[config.mk]
export PLATFORM = sky130hd
export DESIGN_NAME = utf8_validating_decoder_flat
export DESIGN_NICKNAME = d
export VERILOG_FILES = /design/src/design/u8dec_pkg.sv /design/src/design/u8dec_req_if.sv /design/src/design/u8dec_rsp_if.sv /design/src/design/utf8_validating_decoder.sv /design/src/design/u8dec_step.sv /design/src/flat_wrapper.sv
export SDC_FILE = /design/constraint.sdc
export NUM_CORES = 1
export LEC_CHECK = 0
export ABC_CLOCK_PERIOD_IN_PS = 5850
export CAP_MARGIN = 30
export CORE_ASPECT_RATIO = 1.4
export CORE_UTILIZATION = 52
export CTS_BUF_LIST = sky130_fd_sc_hd__clkbuf_2 sky130_fd_sc_hd__clkbuf_4 sky130_fd_sc_hd__clkbuf_8
export CTS_CLUSTER_DIAMETER = 200
export DETAILED_ROUTE_END_ITERATION = 6
export DONT_BUFFER_PORTS = 1
export PLACE_DENSITY = 0.67
export SKIP_CTS_REPAIR_TIMING = 1
export SYNTH_ARGS = -nofsm -noshare
export SYNTH_HDL_FRONTEND = slang
export SYNTH_SLANG_ARGS = --single-unit
export TNS_END_PERCENT = 100
[constraint.sdc]
create_clock -name clock -period 5.85 [get_ports clock]
set_input_delay 1.17 -clock clock [delete_from_list [all_inputs] [get_ports clock]]
set_output_delay 1.17 -clock clock [all_outputs]
set_load 0.005 [all_outputs]
[src/design/u8dec_pkg.sv]
`timescale 1ns / 1ps

package u8dec_pkg;

   localparam int unsigned BYTE_W  = 8;
   localparam int unsigned POINT_W = 21;

   // lead byte ranges
   localparam logic [7:0] ASCII_LIMIT = 8'h80;
   localparam logic [7:0] LEAD2_MIN   = 8'hC2;
   localparam logic [7:0] LEAD2_MAX   = 8'hDF;
   localparam logic [7:0] LEAD3_MIN   = 8'hE0;
   localparam logic [7:0] LEAD3_MAX   = 8'hEF;
   localparam logic [7:0] LEAD4_MIN   = 8'hF0;
   localparam logic [7:0] LEAD4_MAX   = 8'hF4;

   localparam logic [7:0] CONT_MASK    = 8'hC0;
   localparam logic [7:0] CONT_PATTERN = 8'h80;
   localparam logic [7:0] CONT_PAYLOAD = 8'h3F;

   // smallest legal value for each sequence length, and the scalar limits
   localparam logic [POINT_W-1:0] MIN_LEN2      = 21'h000080;
   localparam logic [POINT_W-1:0] MIN_LEN3      = 21'h000800;
   localparam logic [POINT_W-1:0] MIN_LEN4      = 21'h010000;
   localparam logic [POINT_W-1:0] MAX_POINT     = 21'h10FFFF;
   localparam logic [POINT_W-1:0] SURROGATE_LO  = 21'h00D800;
   localparam logic [POINT_W-1:0] SURROGATE_HI  = 21'h00DFFF;

   // continuation counts of a sequence
   localparam logic [1:0] CONT_NONE  = 2'd0;
   localparam logic [1:0] CONT_ONE   = 2'd1;
   localparam logic [1:0] CONT_TWO   = 2'd2;
   localparam logic [1:0] CONT_THREE = 2'd3;

   localparam logic KIND_VALID   = 1'b0;
   localparam logic KIND_INVALID = 1'b1;

   typedef struct packed {
      logic [1:0]         bytes_pending;
      logic [1:0]         sequence_length;
      logic [POINT_W-1:0] partial_point;
      logic               discarding;
   } u8dec_state_type;

   typedef struct packed {
      logic [POINT_W-1:0] code_point;
      logic               kind;
      logic               last;
   } u8dec_result_type;

endpackage

[src/design/u8dec_req_if.sv]
`timescale 1ns / 1ps

interface u8dec_req_if;
   logic       valid;
   logic       ready;
   logic [7:0] byte_in;
   logic       final_byte;

   modport source (output valid, output byte_in, output final_byte, input ready);
   modport sink (input valid, input byte_in, input final_byte, output ready);
endinterface

[src/design/u8dec_rsp_if.sv]
`timescale 1ns / 1ps

interface u8dec_rsp_if;
   logic        valid;
   logic        ready;
   logic [20:0] code_point;
   logic        kind;
   logic        last;

   modport source (output valid, output code_point, output kind, output last, input ready);
   modport sink (input valid, input code_point, input kind, input last, output ready);
endinterface

[src/design/utf8_validating_decoder.sv]
`timescale 1ns / 1ps

// UTF-8 validating decoder. Accepts one byte per clock, sustained, and gives at most one
// result per byte: a code point when a sequence completes, or a single invalid result
// (marked last) at the first error of a string, after which the rest of that string up to
// its final byte is dropped. A byte passes an input register, one decode step, and the
// result register, from which its result is presented; the rate of one byte per cycle
// is set by that single decode step updating the sequence state once per byte.
// Back-pressure on the result side stalls both registers, and the input side keeps
// taking a byte while a result waits as long as the input register is free.
module utf8_validating_decoder (
   input  logic        clock,
   input  logic        reset,
   u8dec_req_if.sink   req_bus,
   u8dec_rsp_if.source rsp_bus
);
   import u8dec_pkg::*;

   logic             in_valid_ff, in_valid_in;
   logic [7:0]       in_byte_ff, in_byte_in;
   logic             in_final_ff, in_final_in;
   u8dec_state_type  state_ff, state_in;
   logic             out_valid_ff, out_valid_in;
   u8dec_result_type out_ff, out_in;

   u8dec_state_type  step_state;
   logic             step_emit;
   u8dec_result_type step_result;
   logic             advance;
   logic             fire;

   u8dec_step u_step (
      .state_cur  (state_ff),
      .byte_in    (in_byte_ff),
      .final_byte (in_final_ff),
      .state_nxt  (step_state),
      .emit       (step_emit),
      .result     (step_result)
   );

   always_comb begin
      advance       = ~out_valid_ff | rsp_bus.ready;
      fire          = in_valid_ff & advance;
      req_bus.ready = ~in_valid_ff | advance;

      in_valid_in = in_valid_ff;
      in_byte_in  = in_byte_ff;
      in_final_in = in_final_ff;
      if (req_bus.ready) begin
         in_valid_in = req_bus.valid;
         in_byte_in  = req_bus.byte_in;
         in_final_in = req_bus.final_byte;
      end

      state_in     = fire ? step_state : state_ff;
      out_valid_in = out_valid_ff;
      out_in       = out_ff;
      if (advance) begin
         out_valid_in = fire & step_emit;
         out_in       = step_result;
      end
   end

   always_ff @(posedge clock) begin
      if (reset) begin
         in_valid_ff  <= 1'b0;
         out_valid_ff <= 1'b0;
         state_ff     <= '0;
      end else begin
         in_valid_ff  <= in_valid_in;
         out_valid_ff <= out_valid_in;
         state_ff     <= state_in;
      end
   end

   always_ff @(posedge clock) begin
      in_byte_ff  <= in_byte_in;
      in_final_ff <= in_final_in;
      out_ff      <= out_in;
   end

   assign rsp_bus.valid      = out_valid_ff;
   assign rsp_bus.code_point = out_ff.code_point;
   assign rsp_bus.kind       = out_ff.kind;
   assign rsp_bus.last       = out_ff.last;

`ifndef SYNTHESIS
   a_invalid_form: assert property (@(posedge clock) disable iff (reset)
      (out_valid_ff && out_ff.kind == KIND_INVALID) |-> (out_ff.last && out_ff.code_point == '0))
      else $error("invalid result without last or with nonzero value");

   a_valid_scalar: assert property (@(posedge clock) disable iff (reset)
      (out_valid_ff && out_ff.kind == KIND_VALID) |->
         (out_ff.code_point <= MAX_POINT &&
          (out_ff.code_point < SURROGATE_LO || out_ff.code_point > SURROGATE_HI)))
      else $error("emitted value is not a Unicode scalar");

   a_discard_idle: assert property (@(posedge clock) disable iff (reset)
      state_ff.discarding |-> (state_ff.bytes_pending == CONT_NONE))
      else $error("discarding with a sequence still open");

   a_final_clears: assert property (@(posedge clock) disable iff (reset)
      (fire && in_final_ff) |=> (state_ff.bytes_pending == CONT_NONE && !state_ff.discarding))
      else $error("state not idle after final byte transfer");
`endif

endmodule

[src/design/u8dec_step.sv]
`timescale 1ns / 1ps

// One decode step: current state and one byte in, next state and an optional result out.
module u8dec_step (
   input  u8dec_pkg::u8dec_state_type  state_cur,
   input  logic [7:0]                  byte_in,
   input  logic                        final_byte,
   output u8dec_pkg::u8dec_state_type  state_nxt,
   output logic                        emit,
   output u8dec_pkg::u8dec_result_type result
);
   import u8dec_pkg::*;

   logic               err;
   logic [POINT_W-1:0] acc;
   logic [1:0]         pend_dec;
   logic               bad;

   always_comb begin
      acc      = {state_cur.partial_point[POINT_W-7:0], byte_in[5:0]};
      pend_dec = state_cur.bytes_pending - 2'd1;
      bad      = ((state_cur.sequence_length == CONT_ONE) && (acc < MIN_LEN2)) ||
                 ((state_cur.sequence_length == CONT_TWO) && (acc < MIN_LEN3)) ||
                 ((state_cur.sequence_length == CONT_THREE) && (acc < MIN_LEN4)) ||
                 (acc > MAX_POINT) ||
                 ((acc >= SURROGATE_LO) && (acc <= SURROGATE_HI));
   end

   always_comb begin
      state_nxt = state_cur;
      err       = 1'b0;
      emit      = 1'b0;
      result    = '0;
      if (state_cur.discarding) begin
         if (final_byte) begin
            state_nxt.discarding = 1'b0;
         end
      end else if (state_cur.bytes_pending == CONT_NONE) begin
         if (byte_in < ASCII_LIMIT) begin
            emit              = 1'b1;
            result.code_point = {{(POINT_W-BYTE_W){1'b0}}, byte_in};
            result.kind       = KIND_VALID;
            result.last       = final_byte;
         end else if (byte_in >= LEAD2_MIN && byte_in <= LEAD2_MAX) begin
            state_nxt.partial_point   = {{(POINT_W-5){1'b0}}, byte_in[4:0]};
            state_nxt.sequence_length = CONT_ONE;
            state_nxt.bytes_pending   = CONT_ONE;
            err                       = final_byte;
         end else if (byte_in >= LEAD3_MIN && byte_in <= LEAD3_MAX) begin
            state_nxt.partial_point   = {{(POINT_W-4){1'b0}}, byte_in[3:0]};
            state_nxt.sequence_length = CONT_TWO;
            state_nxt.bytes_pending   = CONT_TWO;
            err                       = final_byte;
         end else if (byte_in >= LEAD4_MIN && byte_in <= LEAD4_MAX) begin
            state_nxt.partial_point   = {{(POINT_W-3){1'b0}}, byte_in[2:0]};
            state_nxt.sequence_length = CONT_THREE;
            state_nxt.bytes_pending   = CONT_THREE;
            err                       = final_byte;
         end else begin
            err = 1'b1;
         end
      end else if ((byte_in & CONT_MASK) != CONT_PATTERN) begin
         // the offending byte is consumed, not retried as a lead
         err = 1'b1;
      end else if (pend_dec != CONT_NONE) begin
         state_nxt.partial_point = acc;
         state_nxt.bytes_pending = pend_dec;
         err                     = final_byte;
      end else begin
         state_nxt.bytes_pending   = CONT_NONE;
         state_nxt.sequence_length = CONT_NONE;
         state_nxt.partial_point   = '0;
         if (bad) begin
            err = 1'b1;
         end else begin
            emit              = 1'b1;
            result.code_point = acc;
            result.kind       = KIND_VALID;
            result.last       = final_byte;
         end
      end

      if (err) begin
         state_nxt.bytes_pending   = CONT_NONE;
         state_nxt.sequence_length = CONT_NONE;
         state_nxt.partial_point   = '0;
         state_nxt.discarding      = ~final_byte;
         emit                      = 1'b1;
         result.code_point         = '0;
         result.kind               = KIND_INVALID;
         result.last               = 1'b1;
      end
   end

endmodule

[src/flat_wrapper.sv]
// flat-port wrapper written by rule: the top's interface ports become plain ports
module utf8_validating_decoder_flat import u8dec_pkg::*;
  (clock, reset, req_bus_valid, req_bus_byte_in, req_bus_final_byte, req_bus_ready, rsp_bus_valid, rsp_bus_code_point, rsp_bus_kind, rsp_bus_last, rsp_bus_ready);
  u8dec_req_if req_bus_i ();
  u8dec_rsp_if rsp_bus_i ();
  input  logic clock;
  input  logic reset;
  input wire logic [$bits(req_bus_i.valid)-1:0] req_bus_valid;
  input wire logic [$bits(req_bus_i.byte_in)-1:0] req_bus_byte_in;
  input wire logic [$bits(req_bus_i.final_byte)-1:0] req_bus_final_byte;
  output wire logic [$bits(req_bus_i.ready)-1:0] req_bus_ready;
  output wire logic [$bits(rsp_bus_i.valid)-1:0] rsp_bus_valid;
  output wire logic [$bits(rsp_bus_i.code_point)-1:0] rsp_bus_code_point;
  output wire logic [$bits(rsp_bus_i.kind)-1:0] rsp_bus_kind;
  output wire logic [$bits(rsp_bus_i.last)-1:0] rsp_bus_last;
  input wire logic [$bits(rsp_bus_i.ready)-1:0] rsp_bus_ready;
  assign req_bus_i.valid = req_bus_valid;
  assign req_bus_i.byte_in = req_bus_byte_in;
  assign req_bus_i.final_byte = req_bus_final_byte;
  assign req_bus_ready = req_bus_i.ready;
  assign rsp_bus_valid = rsp_bus_i.valid;
  assign rsp_bus_code_point = rsp_bus_i.code_point;
  assign rsp_bus_kind = rsp_bus_i.kind;
  assign rsp_bus_last = rsp_bus_i.last;
  assign rsp_bus_i.ready = rsp_bus_ready;
  utf8_validating_decoder u_core (.clock(clock), .reset(reset), .req_bus(req_bus_i), .rsp_bus(rsp_bus_i));
endmodule
==> metrics.csv <==
metric;value;unit
Final Setup Violations;0;
area of the die;0.00465;mm2
initial antenna violation count;0;
synth top area cells;edfxtp_1 42%, dfxtp_1 19%, and2_1 5.5%;
slowest CP cell;nand2_1;
pins over their slew limit;0;
Root Buffer;clkbuf_8;
post-synthesis sequential area ratio;61.6;%
register area;0.00140;mm2
crit path capture type;primary output;
cells along the critical path;nor2b_1 > nand2_1;
drt total wl;3730;um
Max transition margin;53.8;%
largest area contributor in the netlist;edfxtp_1;
asr flop ratio synth;0;%
Die Ht;80.3;um
RSZ-0062 raised after global routing;no;
failing checks;DRC;
flop2flop setup slack;3.81;ns
multi-input logic area;822;um2
Max Clock Skew;0.00630;ns
H-tree levels;2;
post-layout total power;723;uW
Post-Layout Cell Count;231;
Crit Reg-Reg Endpoint;u_core.rsp_bus.code_point[8];
Synth Flop Type;edfxtp_1;
TritonCTS buffer count;5;
class of the worst hold path;reg -> reg;
PwrDens;295;mW/mm2
P_leak;0.900;nW
share of the synthesized area in the top cell type;42.2;%
clock slew seen by the registers of the worst setup and hold paths;0.09;ns
area grow syn2layout;7.76;%
Hold Crit Endpoint;u_core.state_ff[1];
CTS tree;done;
Syn Inst Count;182;
final worst-path cycle share;47.8;%
WL met3;130;um
Detail Placement HPWL;2780;um
global-route wire length before repair;6170;um
VDD IR max;0.194;mV
Hold Path Depth;2;
drt pass-1 iters;6;
Top Metal Used;met4;
Routed met2 length;2030;um
Max Buffers Root-to-Sink;2;
wire length on met1;1470;um
gp weighted congestion;0.934;
Nets;198;
crit path time final;2.80;ns
number of I/O port buffers;0;
remaining antenna violation count;0;
placed inst area;0.00230;mm2
final hold viol count;0;
Final Cell Area;0.00245;mm2
sum of negative setup slack;0;ns
max incr delay on CP;0.28;ns
wire length per cell;16.1;um
Cell variety after synth;46;
pin count of the biggest net entering global routing;30;
Crit Path Max Fanout;10;
vias in the first global route;1305;
critical path class;in -> out;
Mapped Area;0.00227;mm2
Syn Nets;195;
Vias/cell;6.08;
R2R cell count;5;
grt ovf;0;
# DRC;1;
most frequent cells after synthesis;32 x edfxtp_1, 22 x dfxtp_1, 20 x and2_1;
fmax;0.358;GHz
fillers;341;
clk sinks;54;
# IOs;38;
worst slew pin tran;0.691;ns
most frequent cell after synthesis;edfxtp_1;
FF+latch count, synth;54;
share of layout cells above drive strength 1;12.4;%
Clk Latency, worst-skew pair;0.30;ns
Post-Place Cells;222;
Total Routing Usage GR;18.0;%
Die Wd;57.9;um
CP startpoint kind;input port;
hold wc startpoint;u_core.state_ff[1];
core area;0.00420;mm2
Buf+Inv Stages, Crit Path;0;
status;finished with violations;
via count;1405;
Yosys warning count;0;
Initial Util;54.1;%
Antenna diodes;0;
EDFF count, synth;32;
worst r2r src;u_core.in_byte_ff[6];
syn avg cell area;12.5;um2
worst path required time;4.68;ns
1st-iter DRT viols;41;
Critical Path AT;1.63;ns
max_cap viols;0;
crit-path leading delay family;simple AND/OR/NAND/NOR gates;
row cnt;28;
==> routing by layer <==
layer  up-vias  global-route usage, %
li1        683                      -
met1       667                   19.2
met2        45                   32.3
met3        10                   4.67
met4         0                   8.33
met5         -                      0
==> power by group <==
part | switching, mW | internal, mW
Clock | 0.114 | 0.141
Sequential | 0.0129 | 0.419
Combinational | 0.0219 | 0.0152
Total | 0.148 | 0.575
==> registers in the layout (all words and copies together) (netlist names) <==
name and cells:
u_core.in_byte_ff 8, u_core.state_ff 20, u_core.rsp_bus.code_point 21, u_core.rsp_bus.valid 1
u_core.in_valid_ff 1, u_core.rsp_bus.kind 1, u_core.in_final_ff 1, u_core.rsp_bus.last 1
==> cell usage in the layout (no fill, tap or decap), drive strengths merged, types with 2 or more instances in the layout <==
cell,count
edfxtp,32
nand2,12
nand3,3
inv,7
dfxtp,22
a21o,4
nor3,7
clkbuf,6
nor2,5
nor4,5
and2,20
a22o,10
nand4,2
o211ai,2
nand3b,3
o21ai,10
nor2b,3
nand2b,5
a21oi,5
o21a,2
a31oi,4
==> cell type report <==
type,instances,share of cell area (%)
flip-flops and latches,54,57.2
multi-input cells,117,33.5
clock buffers,6,3.37
well taps,45,2.30
clock inverters,2,1.58
repair buffers,1,1.12
inverters,6,0.919
==> metrics by stage <==
| step | setup slack [ns] | hold slack, ns | util, % |
|---|---|---|---|
| 6_report | 3.05 | 0.467 | 58.3 |
| 5_1_grt | 2.99 | 0.503 | 58.3 |
| 4_1_cts | 2.93 | 0.472 | 57.6 |
| 3_5_place_dp | 2.61 | 0.460 | 54.8 |
| 3_3_place_gp | 2.69 | 0.461 | 54.8 |
| 2_1_floorplan | 3.09 | 0.438 | - |
==> logic make-up (layout without fill, tap and decap cells) <==
kind of cell           count (synthesis)  count (layout)  share of synthesized area, %
AND/OR/NAND/NOR                       74              74                          21.1
flip-flops                            54              54                          61.6
AO/OA/AOI/OAI                         42              42                          14.6
buffers and inverters                 11              15                          2.25
XOR/XNOR                               1               1                         0.385
==> worst max-delay path by stage <==
stage | to | depth (start not counted) | from | slack [ns]
CTS | u_core.state_ff[11] | 5 | rsp_bus_ready | 2.93
floorplan | u_core.state_ff[10] | 5 | rsp_bus_ready | 3.09
global route | req_bus_ready | 2 | rsp_bus_ready | 2.99
global placement | u_core.state_ff[8] | 5 | rsp_bus_ready | 2.69
detailed placement | u_core.state_ff[11] | 5 | rsp_bus_ready | 2.61
finish | req_bus_ready | 2 | rsp_bus_ready | 3.05
Power figures use the tool's default switching activity.
